<file path="config.mk">
export PLATFORM = sky130hd
export DESIGN_NAME = bubble_sort_engine_unit
export DESIGN_NICKNAME = d
export VERILOG_FILES = /design/src/hdl/bse_pkg.sv /design/src/hdl/bse_ram.sv /design/src/hdl/bubble_sort_engine_unit.sv
export SDC_FILE = /design/constraint.sdc
export NUM_CORES = 1
export LEC_CHECK = 0
export ABC_AREA = 1
export BUFFER_PORTS_ARGS = -buffer_cell sky130_fd_sc_hd__buf_2
export CAP_MARGIN = 20
export CORE_ASPECT_RATIO = 1.25
export CORE_MARGIN = 1
export CORE_UTILIZATION = 28
export CTS_CLUSTER_DIAMETER = 150
export DETAILED_ROUTE_END_ITERATION = 10
export SETUP_SLACK_MARGIN = 0.15
export SLEW_MARGIN = 20
export SYNTH_ARGS = -nofsm -noshare
export SYNTH_HDL_FRONTEND = slang
export SYNTH_SLANG_ARGS = --single-unit
</file>
<file path="constraint.sdc">
create_clock -name clk -period 4.1 [get_ports clk]
set_clock_uncertainty 0.1 [all_clocks]
set_input_delay 0.41 -clock clk [delete_from_list [all_inputs] [get_ports clk]]
set_output_delay 0.41 -clock clk [all_outputs]
set_load 0.01 [all_outputs]
</file>
<file path="src/hdl/bse_pkg.sv">
// ----------------------------------------------------------------------------
// Bubble sort engine package
// Widths and default sizes shared by the sort engine and its checker.
// ----------------------------------------------------------------------------
package bse_pkg;

	// Width of one element of the set.
	localparam int unsigned ELEM_W = 32;

	// Default capacity of the element store.
	localparam int unsigned DEPTH_DEFAULT = 16;

endpackage

</file>
<file path="src/hdl/bse_ram.sv">
// ----------------------------------------------------------------------------
// Generic single-port-write RAM
// One write port and one read port, with the read data registered.
// ----------------------------------------------------------------------------
module bse_ram #(
	parameter int unsigned WIDTH  = 32,
	parameter int unsigned DEPTH  = 16,
	parameter int unsigned ADDR_W = $clog2(DEPTH)
) (
	input  logic              clk,
	input  logic              wr_en,
	input  logic [ADDR_W-1:0] wr_addr,
	input  logic [WIDTH-1:0]  wr_data,
	input  logic              rd_en,
	input  logic [ADDR_W-1:0] rd_addr,
	output logic [WIDTH-1:0]  rd_data
);

	logic [WIDTH-1:0] mem_q [DEPTH];

	// Write port.
	always_ff @(posedge clk) begin
		if (wr_en) begin
			mem_q[wr_addr] <= wr_data;
		end
	end

	// Registered read port.
	always_ff @(posedge clk) begin
		if (rd_en) begin
			rd_data <= mem_q[rd_addr];
		end
	end

endmodule

</file>
<file path="src/hdl/bubble_sort_engine_unit.sv">
// ----------------------------------------------------------------------------
// Bubble sort engine
// Loading never stalls the sender, and a new set is taken only once the last
// result of the previous set has gone out. A set is sorted by repeated passes
// and streamed out one result at a time, at a pace set by the single compare-and-swap
// unit and the one read and one write port of the element store.
// Reset clears the count, the overflow flag and the order bit; store is not cleared.
// ----------------------------------------------------------------------------
module bubble_sort_engine_unit #(
	parameter int unsigned DEPTH = bse_pkg::DEPTH_DEFAULT
) (
	input  logic                              clk,
	input  logic                              arst_n,
	input  logic                              cfg_we,
	input  logic                              cfg_wdata,
	input  logic                              in_valid,
	output logic                              in_stall,
	input  logic signed [bse_pkg::ELEM_W-1:0] element_value,
	input  logic                              last_element,
	output logic                              out_valid,
	input  logic                              out_stall,
	output logic signed [bse_pkg::ELEM_W-1:0] sorted_value,
	output logic                              last_result,
	output logic                              items_dropped
);

	import bse_pkg::*;

	localparam int unsigned AW = $clog2(DEPTH);
	localparam int unsigned CW = $clog2(DEPTH + 2);

	// Sequencer states.
	localparam logic [2:0] ST_LOAD     = 3'd0;
	localparam logic [2:0] ST_PRIME    = 3'd1;
	localparam logic [2:0] ST_FIRST    = 3'd2;
	localparam logic [2:0] ST_SCAN     = 3'd3;
	localparam logic [2:0] ST_FLUSH    = 3'd4;
	localparam logic [2:0] ST_OUT_RD   = 3'd5;
	localparam logic [2:0] ST_OUT_LD   = 3'd6;
	localparam logic [2:0] ST_OUT_HOLD = 3'd7;

	logic [2:0]              state_q;
	logic [CW-1:0]           count_q;
	logic                    overflow_q;
	logic                    sort_descending_q;
	logic [CW-1:0]           pass_q;
	logic [CW-1:0]           rd_idx_q;
	logic [AW-1:0]           wr_idx_q;
	logic [AW-1:0]           out_idx_q;
	logic signed [ELEM_W-1:0] carry_q;
	logic                    out_valid_q;
	logic signed [ELEM_W-1:0] out_value_q;
	logic                    out_last_q;
	logic                    out_dropped_q;

	logic                    in_xfer;
	logic                    out_xfer;
	logic                    has_room;
	logic [CW-1:0]           count_next;
	logic signed [ELEM_W-1:0] scan_y;
	logic signed [ELEM_W-1:0] cmp_a;
	logic signed [ELEM_W-1:0] cmp_b;
	logic                    swap;
	logic                    is_last_out;

	logic                    ram_wr_en;
	logic [AW-1:0]           ram_wr_addr;
	logic [ELEM_W-1:0]       ram_wr_data;
	logic                    ram_rd_en;
	logic [AW-1:0]           ram_rd_addr;
	logic [ELEM_W-1:0]       ram_rd_data;

	// Handshake and bookkeeping.
	assign in_stall    = (state_q != ST_LOAD);
	assign in_xfer     = in_valid && !in_stall;
	assign out_xfer    = out_valid_q && !out_stall;
	assign has_room    = (count_q < CW'(DEPTH));
	assign count_next  = has_room ? (count_q + CW'(1)) : count_q;
	assign is_last_out = ((CW'(out_idx_q) + CW'(1)) == count_q);

	// Shared compare unit: the operands are swapped for descending order, so
	// one signed greater-than decides every exchange. Equal values never swap.
	assign scan_y = signed'(ram_rd_data);
	assign cmp_a  = sort_descending_q ? scan_y : carry_q;
	assign cmp_b  = sort_descending_q ? carry_q : scan_y;
	assign swap   = (cmp_a > cmp_b);

	// Store port steering for each sequencer state.
	always_comb begin
		ram_wr_en   = 1'b0;
		ram_wr_addr = '0;
		ram_wr_data = carry_q;
		ram_rd_en   = 1'b0;
		ram_rd_addr = '0;
		unique case (state_q)
			ST_LOAD: begin
				ram_wr_en   = in_xfer && has_room;
				ram_wr_addr = count_q[AW-1:0];
				ram_wr_data = element_value;
			end
			ST_PRIME: begin
				ram_rd_en   = 1'b1;
				ram_rd_addr = '0;
			end
			ST_FIRST: begin
				ram_rd_en   = 1'b1;
				ram_rd_addr = AW'(1);
			end
			ST_SCAN: begin
				ram_wr_en   = 1'b1;
				ram_wr_addr = wr_idx_q;
				ram_wr_data = swap ? scan_y : carry_q;
				ram_rd_en   = (rd_idx_q < count_q);
				ram_rd_addr = rd_idx_q[AW-1:0];
			end
			ST_FLUSH: begin
				ram_wr_en   = 1'b1;
				ram_wr_addr = AW'(count_q - CW'(1));
			end
			ST_OUT_RD: begin
				ram_rd_en   = 1'b1;
				ram_rd_addr = out_idx_q;
			end
			ST_OUT_LD: begin
				ram_rd_en   = 1'b0;
			end
			ST_OUT_HOLD: begin
				ram_rd_en   = out_xfer && !out_last_q;
				ram_rd_addr = out_idx_q + AW'(1);
			end
		endcase
	end

	// Sequencer and control registers.
	always_ff @(posedge clk or negedge arst_n) begin
		if (!arst_n) begin
			state_q           <= ST_LOAD;
			count_q           <= '0;
			overflow_q        <= 1'b0;
			sort_descending_q <= 1'b0;
			pass_q            <= '0;
			rd_idx_q          <= '0;
			wr_idx_q          <= '0;
			out_idx_q         <= '0;
			out_valid_q       <= 1'b0;
		end else begin
			if (cfg_we) begin
				sort_descending_q <= cfg_wdata;
			end
			unique case (state_q)
				ST_LOAD: begin
					if (in_xfer) begin
						count_q <= count_next;
						if (!has_room) begin
							overflow_q <= 1'b1;
						end
						if (last_element) begin
							pass_q    <= '0;
							out_idx_q <= '0;
							state_q   <= (count_next == CW'(1)) ? ST_OUT_RD : ST_PRIME;
						end
					end
				end
				ST_PRIME: begin
					state_q <= ST_FIRST;
				end
				ST_FIRST: begin
					rd_idx_q <= CW'(2);
					wr_idx_q <= '0;
					state_q  <= ST_SCAN;
				end
				ST_SCAN: begin
					rd_idx_q <= rd_idx_q + CW'(1);
					wr_idx_q <= wr_idx_q + AW'(1);
					if ((CW'(wr_idx_q) + CW'(2)) == count_q) begin
						state_q <= ST_FLUSH;
					end
				end
				ST_FLUSH: begin
					pass_q  <= pass_q + CW'(1);
					state_q <= ((pass_q + CW'(2)) == count_q) ? ST_OUT_RD : ST_PRIME;
				end
				ST_OUT_RD: begin
					state_q <= ST_OUT_LD;
				end
				ST_OUT_LD: begin
					out_valid_q <= 1'b1;
					state_q     <= ST_OUT_HOLD;
				end
				ST_OUT_HOLD: begin
					if (out_xfer) begin
						out_valid_q <= 1'b0;
						if (out_last_q) begin
							count_q    <= '0;
							overflow_q <= 1'b0;
							state_q    <= ST_LOAD;
						end else begin
							out_idx_q <= out_idx_q + AW'(1);
							state_q   <= ST_OUT_LD;
						end
					end
				end
			endcase
		end
	end

	// Datapath registers: the bubbling element and the output register.
	always_ff @(posedge clk) begin
		if (state_q == ST_FIRST) begin
			carry_q <= scan_y;
		end else if (state_q == ST_SCAN && !swap) begin
			carry_q <= scan_y;
		end
		if (state_q == ST_OUT_LD) begin
			out_value_q   <= scan_y;
			out_last_q    <= is_last_out;
			out_dropped_q <= overflow_q;
		end
	end

	// Element store.
	bse_ram #(
		.WIDTH  (ELEM_W),
		.DEPTH  (DEPTH),
		.ADDR_W (AW)
	) u_store (
		.clk     (clk),
		.wr_en   (ram_wr_en),
		.wr_addr (ram_wr_addr),
		.wr_data (ram_wr_data),
		.rd_en   (ram_rd_en),
		.rd_addr (ram_rd_addr),
		.rd_data (ram_rd_data)
	);

	assign out_valid     = out_valid_q;
	assign sorted_value  = out_value_q;
	assign last_result   = out_last_q;
	assign items_dropped = out_dropped_q;

endmodule

</file>
; Word level (Yosys, flattened, before mapping)
; Memories as Yosys holds them, arrays and structs flattened. A register that Yosys moved wholly into a read port is not among the register bits.
; Cells that the tools add are included.
[op_classes]
add_sub_neg = 9
n_lt_le_gt_ge = 3
n_eq_ne = 18
mux = 42
reduce_logical = 24
[ops]
columns = cell, n
row1 = $mux W32, 5
row2 = $pmux W32 S2, 1
row3 = $gt A32 B32 Y1, 1
row4 = $mux W5, 6
row5 = $pmux W5 S2, 3
row6 = $pmux W3 S8, 1
row7 = $mux W3, 7
row8 = $mux W4, 4
row9 = $pmux W4 S2, 2
row10 = $pmux W4 S4, 1
row11 = $add A5 B1 Y5 const B, 3
row12 = $eq A5 B5 Y1, 3
row13 = $ne A2 B2 Y1 const B, 7
row14 = $eq A3 B3 Y1 const B, 4
row15 = $pmux W4 S3, 1
row16 = $reduce_and A5 Y1, 2
row17 = $reduce_bool A2 Y1, 5
row18 = $add A4 B1 Y4 const B, 2
row19 = $reduce_and A4 Y1, 2
row20 = $mux W1, 7
row21 = $eq A3 B2 Y1 const B, 2
row22 = $pmux W1 S2, 3
row23 = $add A4 B1 Y5 const B, 1
row24 = $add A4 B2 Y5 const B, 1
row25 = other kinds (15), 22
[word_totals]
ff_bits = 95
ramBits = 512
input_bits = 39
out_inout_bits = 36
wordCells = 110
n_memories = 1
[mem_list]
columns = name, words, word_bits, read_ports, rd_ports_with_merged_regs, write_ports, line
row1 = u_store.mem_q, 16, 32, 1, 1, 1, bse_ram.sv:19  ; logic [WIDTH-1:0] mem_q [DEPTH];

; Logic depth before layout (Yosys ltp)
[logic_depth]
word_depth = 7
depth_mapped = 19
ltp_nobuf = 18

; Modules after synthesis
; Synthesis repeated with hierarchy kept, for this count alone.
[hier_totals]
hier_cells = 2979
hier_area_um2 = 29386.9
[modules_own_cells]
columns = mod, instances, cells_per_inst, area_each_um2, seq_area_each_um2
row1 = bse_ram, 1, 2120, 23050.9, 16335.7
row2 = bubble_sort_engine_unit, 1, 859, 6336.1, 2707.6

; Worst setup path before layout
; No wires, ideal clock.
[synth_timing]
path_type = register -> register
start = register sort_descending_q
end = register carry_q[0] (enable)
setup_ps = 421
t_arrival_ps = 3490
t_required_ps = 3579
setup_slack_ps = 89
stages_incl_launch_ff = 15
n_path_buf = 2
synth_period_minus_slack_ps = 4011
cell_sequence = dfrtp_1 buf_2 nand2_1 o21ai_0 ha_1 nand3_1 nor3_1 and3_1 a21oi_1 nand2_1 nand2_1 nand3_2 buf_2 nor2_1 nor2_1
[synth_between]
elab_chain_len = 5
word_cells_on_any_way = 6
cone_classes = order compare (1) / mux (2) / reduce/logical (3)
[synth_lines]
columns = element, line
row1 = from (decl), bubble_sort_engine_unit.sv:45  ; logic sort_descending_q;
row2 = from (signal assigned), bubble_sort_engine_unit.sv:148  ; sort_descending_q <= cfg_wdata;
row3 = "$mux W32, on equally long branches", "bubble_sort_engine_unit.sv:84, bubble_sort_engine_unit.sv:85"
row4 = $gt A32 B32 Y1 *, bubble_sort_engine_unit.sv:86  ; assign swap = (cmp_a > cmp_b);
row5 = $logic_not A1 Y1 *, bubble_sort_engine_unit.sv:211  ; end else if (state_q == ST_SCAN && !swap) begin
row6 = $logic_and A1 B1 Y1 *, bubble_sort_engine_unit.sv:211
row7 = $reduce_bool A2 Y1 (no source line) *, n/a
row8 = to (signal assigned), bubble_sort_engine_unit.sv:210  ; carry_q <= scan_y;
row9 = to (signal assigned), bubble_sort_engine_unit.sv:212  ; carry_q <= scan_y;
row10 = to (decl), bubble_sort_engine_unit.sv:50  ; logic signed [ELEM_W-1:0] carry_q;
; Every way passes the cells marked *; elsewhere a longest branch is shown, timed or not.
; A chain may end at the register's enable or synchronous reset.

; Worst setup path in the final report
[layout_timing]
start = register u_store.rd_data[31], read port of u_store.mem_q
end = memory u_store.mem_q[0][20], data pin
[layout_between]
elab_chain_len = 4
word_cells_on_any_way = 5
cone_classes = order compare (1) / mux (4)
[layout_lines]
columns = element, line
row1 = from (decl), bse_ram.sv:16  ; output logic [WIDTH-1:0] rd_data
row2 = "$mux W32, on equally long branches", "bubble_sort_engine_unit.sv:84, bubble_sort_engine_unit.sv:85"
row3 = $gt A32 B32 Y1 *, bubble_sort_engine_unit.sv:86
row4 = $mux W32 *, bubble_sort_engine_unit.sv:112  ; ram_wr_data = swap ? scan_y : carry_q;
row5 = $pmux W32 S2 *, bubble_sort_engine_unit.sv:95  ; unique case (state_q)
row6 = net ram_wr_data[20], bubble_sort_engine_unit.sv:68  ; logic [ELEM_W-1:0] ram_wr_data;
row7 = to (decl), bse_ram.sv:19
; The timed path passes the listed nets; every way through them passes the cells marked *.

==> out/qor.csv <==
metric,value,unit
clk_latency,0.62,ns
fin_nets,2366,
antenna_cells,0,
critPathBufInv,1,
synth-main-ff-cell,edfxtp_1,
yosysWarnings,0,
vdd_drop_max,0.000574,V
p_leak,10.7,nW
synth_area,0.0274,mm^2
period_share,0.845,
synth_cells,2255,
seq_area_frac_synth,0.695,
setup_viol,0,
htreeDepth,2,
status,"complete, no violations",
hold_class,input pin to flop,
core_area,0.0965,mm^2
first_pass_iters,6,
worstPathCellList,nand2_1 > o21ai_0 > ha_1 > nand3_1 > nor3_1 > and3_1 > a21oi_1 > nand3_1 > buf_4 > nand4_1 > nand3_1 > nand2_1,
p_clk_frac,0.194,
cts-root-buf,clkbuf_16,
cp_data_required_time,4.22,ns
cp_slowest_cell,edfxtp_1,
initial_utilization,0.284,
synth-edff-count,610,
grt_pass1_vias,17100,
avgSynthCellArea,12.1,um^2
gp_congestion,0.843,
gr-usage-met2,0.245,
critical_path_class,flop to flop,
yosysUniqueCellTypes,50,
pin_count,75,
cts_inserted_buffers,55,
drv_cap,0,
tns,0,ns
detail-route-antenna-nets,0,
vias,17800,
finalWirelength,71200,um
drc,0,
grt.total_usage,0.141,
die_x,282,um
layout-drive-gt1-share,0.152,
clkTransAtPathRegs,0.07,ns
path_common_cell,nand3_1,
power_frac_seq,0.409,
fmax,289,MHz
switching_power,10.7,mW
clockBufferDepth,3,
worst_setup_path_end_kind,flop,
layout_min_cycle_time,3.47,ns
syn_to_final_growth,14.2,%
die_y,352,um
wl_per_cell,19.5,um
synth_top_area_frac,0.669,
antenna_found_initial,0,
rsz0062_at_grt,false,
io_buffers,74,
finalHoldViolCount,0,
rows,127,
grt_pass1_wl,106000,um
arrival,3.58,ns
cts_tree,built,
cp_max_fo,28,
async_flop_share,0.0454,
cts_setup_buffers,0,
grt_use_met1,0.180,
p_total,26.5,mW
slew_viol_final,0,
crit_family,simple AND/OR/NAND/NOR gates,
gr-total-overflow,0,
intPower,15.9,mW
power_switching_share,0.403,
viasPerCell,4.89,
combPwrFrac,0.397,
synth_area_leaders,"edfxtp_1, o21ai_0, nand2_1",
relSlewSlack,0.418,
critPathMaxStageDelay,0.46,ns
drt_iter0_drc,1676,
gr-usage-met3,0.0174,
synth_top_cell_by_area,edfxtp_1,
tightest_slew,0.873,ns
top_usage_layer,met2,
crit_path_start_kind,flop,
grt_max_degree,110,
synth_seq_cells,639,
p_per_area,849,mW/mm^2
clock_sinks,639,
hpwl,41900,um
synthesis.nets,2307,
dieArea,0.0991,mm^2
## layer usage
layer	share of wire	vias to the layer above
met1	0.42	8782
met4	0.033	0
met2	0.50	600
met5	0	-
met3	0.054	129
li1	-	8316
## area by class of cell
type	instances	area [um^2]
Clock buffer	69	1430
Multi-Input combinational cell	1334	7260
Timing Repair Buffer	135	1030
Fill cell	9521	65200
Inverter	149	569
Tap cell	1290	1610
Sequential cell	639	19000
Clock inverter	33	330
## worst register-to-register path, stage by stage, from the launching register on
cell,delay [ns]
edfxtp_1,0.46
nand2_1,0.10
o21ai_0,0.09
ha_1,0.35
nand3_1,0.12
nor3_1,0.25
and3_1,0.23
a21oi_1,0.08
nand3_1,0.22
buf_4,0.43
nand4_1,0.17
nand3_1,0.12
nand2_1,0.35
## stage by stage
step	std cells	cell area (um^2)	hold slack (ns)	util	setup WS, ns
after detailed placement	3542	29500	0.338	0.305	0.681
after global routing	3649	31300	0.0964	0.324	0.376
after global placement	3542	29500	0.336	0.305	0.710
after CTS	3649	31300	0.0526	0.324	0.652
final	3649	31300	0.0778	0.324	0.635
after floorplan	2255	27400	0.0144	-	0.359
## path summary, 6_finish.rpt
| kind | from | endpoint | slack, ns | depth (start not counted) |
|---|---|---|---|---|
| min reg2reg | overflow_q$_DFFE_PN0P_ | items_dropped$_DFFE_PP_ | 0.37 | 0 |
| max in group asynchronous | arst_n | wr_idx_q[2]$_DFFE_PN0P_ | 3.13 | 2 |
| min in group asynchronous | arst_n | out_valid$_DFFE_PN0P_ | 0.29 | 2 |
| min | in_valid | count_q[0]$_DFFE_PN0P_ | 0.08 | 5 |
| max reg2reg | u_store.rd_data[31]$_DFFE_PP_ | u_store.mem_q[0][20]$_DFFE_PP_ | 0.63 | 12 |
| max | u_store.rd_data[31]$_DFFE_PP_ | u_store.mem_q[0][20]$_DFFE_PP_ | 0.63 | 12 |
## cell usage after synthesis (12+ instances only)
cell type  number
nand4_1        34
nand3_1       135
clkbuf_1       65
inv_1         141
xor2_1         15
ha_1           13
o21ai_1        32
buf_2          34
xnor2_1        12
o22ai_1        12
a21oi_1        20
o21ai_0       285
nand2_1       293
or2_2         117
o221ai_1      123
nor2_1        184
dfrtp_1        29
buf_6          12
edfxtp_1      610
## cells in the final DEF (no fill, tap or decap), types with 29 or more instances in the layout
master	instances
clkbuf_16	55
inv_1	140
buf_4	41
edfxtp_1	610
buf_2	74
o221ai_1	123
nand3_1	134
dfrtp_1	29
nand2_1	293
nand4_1	34
o21ai_1	32
or2_2	117
o21ai_0	285
nor2_1	166
## what timing repair did
action / CTS / global route
hold buffers: 5 / 0
hold endpoints to repair: 31 / 0
resized for setup: 0 / 0
## cells by family after synthesis
group,after synthesis,share of synthesized area
compound gates,501,0.112
xor+xnor,27,0.00864
fa+ha+maj,13,0.00594
buf+inv,282,0.0450
flops,639,0.695
mux,6,0.00219
simple gates,787,0.131
## power by group through the flow
stage / combinational [mW] / sequential (mW) / clock (mW)
floorplan: 7.05 / 10.8 / 0
CTS: 10.5 / 10.9 / 5.22
global route: 11.6 / 11.0 / 5.45
finish: 10.5 / 10.9 / 5.14
detailed placement: 10.4 / 11.0 / 0
global placement: 10.4 / 11.0 / 0
## state kept, by name, summed over array words and instances, names as in the netlist, 3 cells and up
name             cells
u_store.mem_q      512
carry_q             32
sorted_value        32
u_store.rd_data     32
count_q              5
pass_q               5
rd_idx_q             5
out_idx_q            4
wr_idx_q             4
state_q              3
No activity file was read; power rests on OpenSTA's default activity.
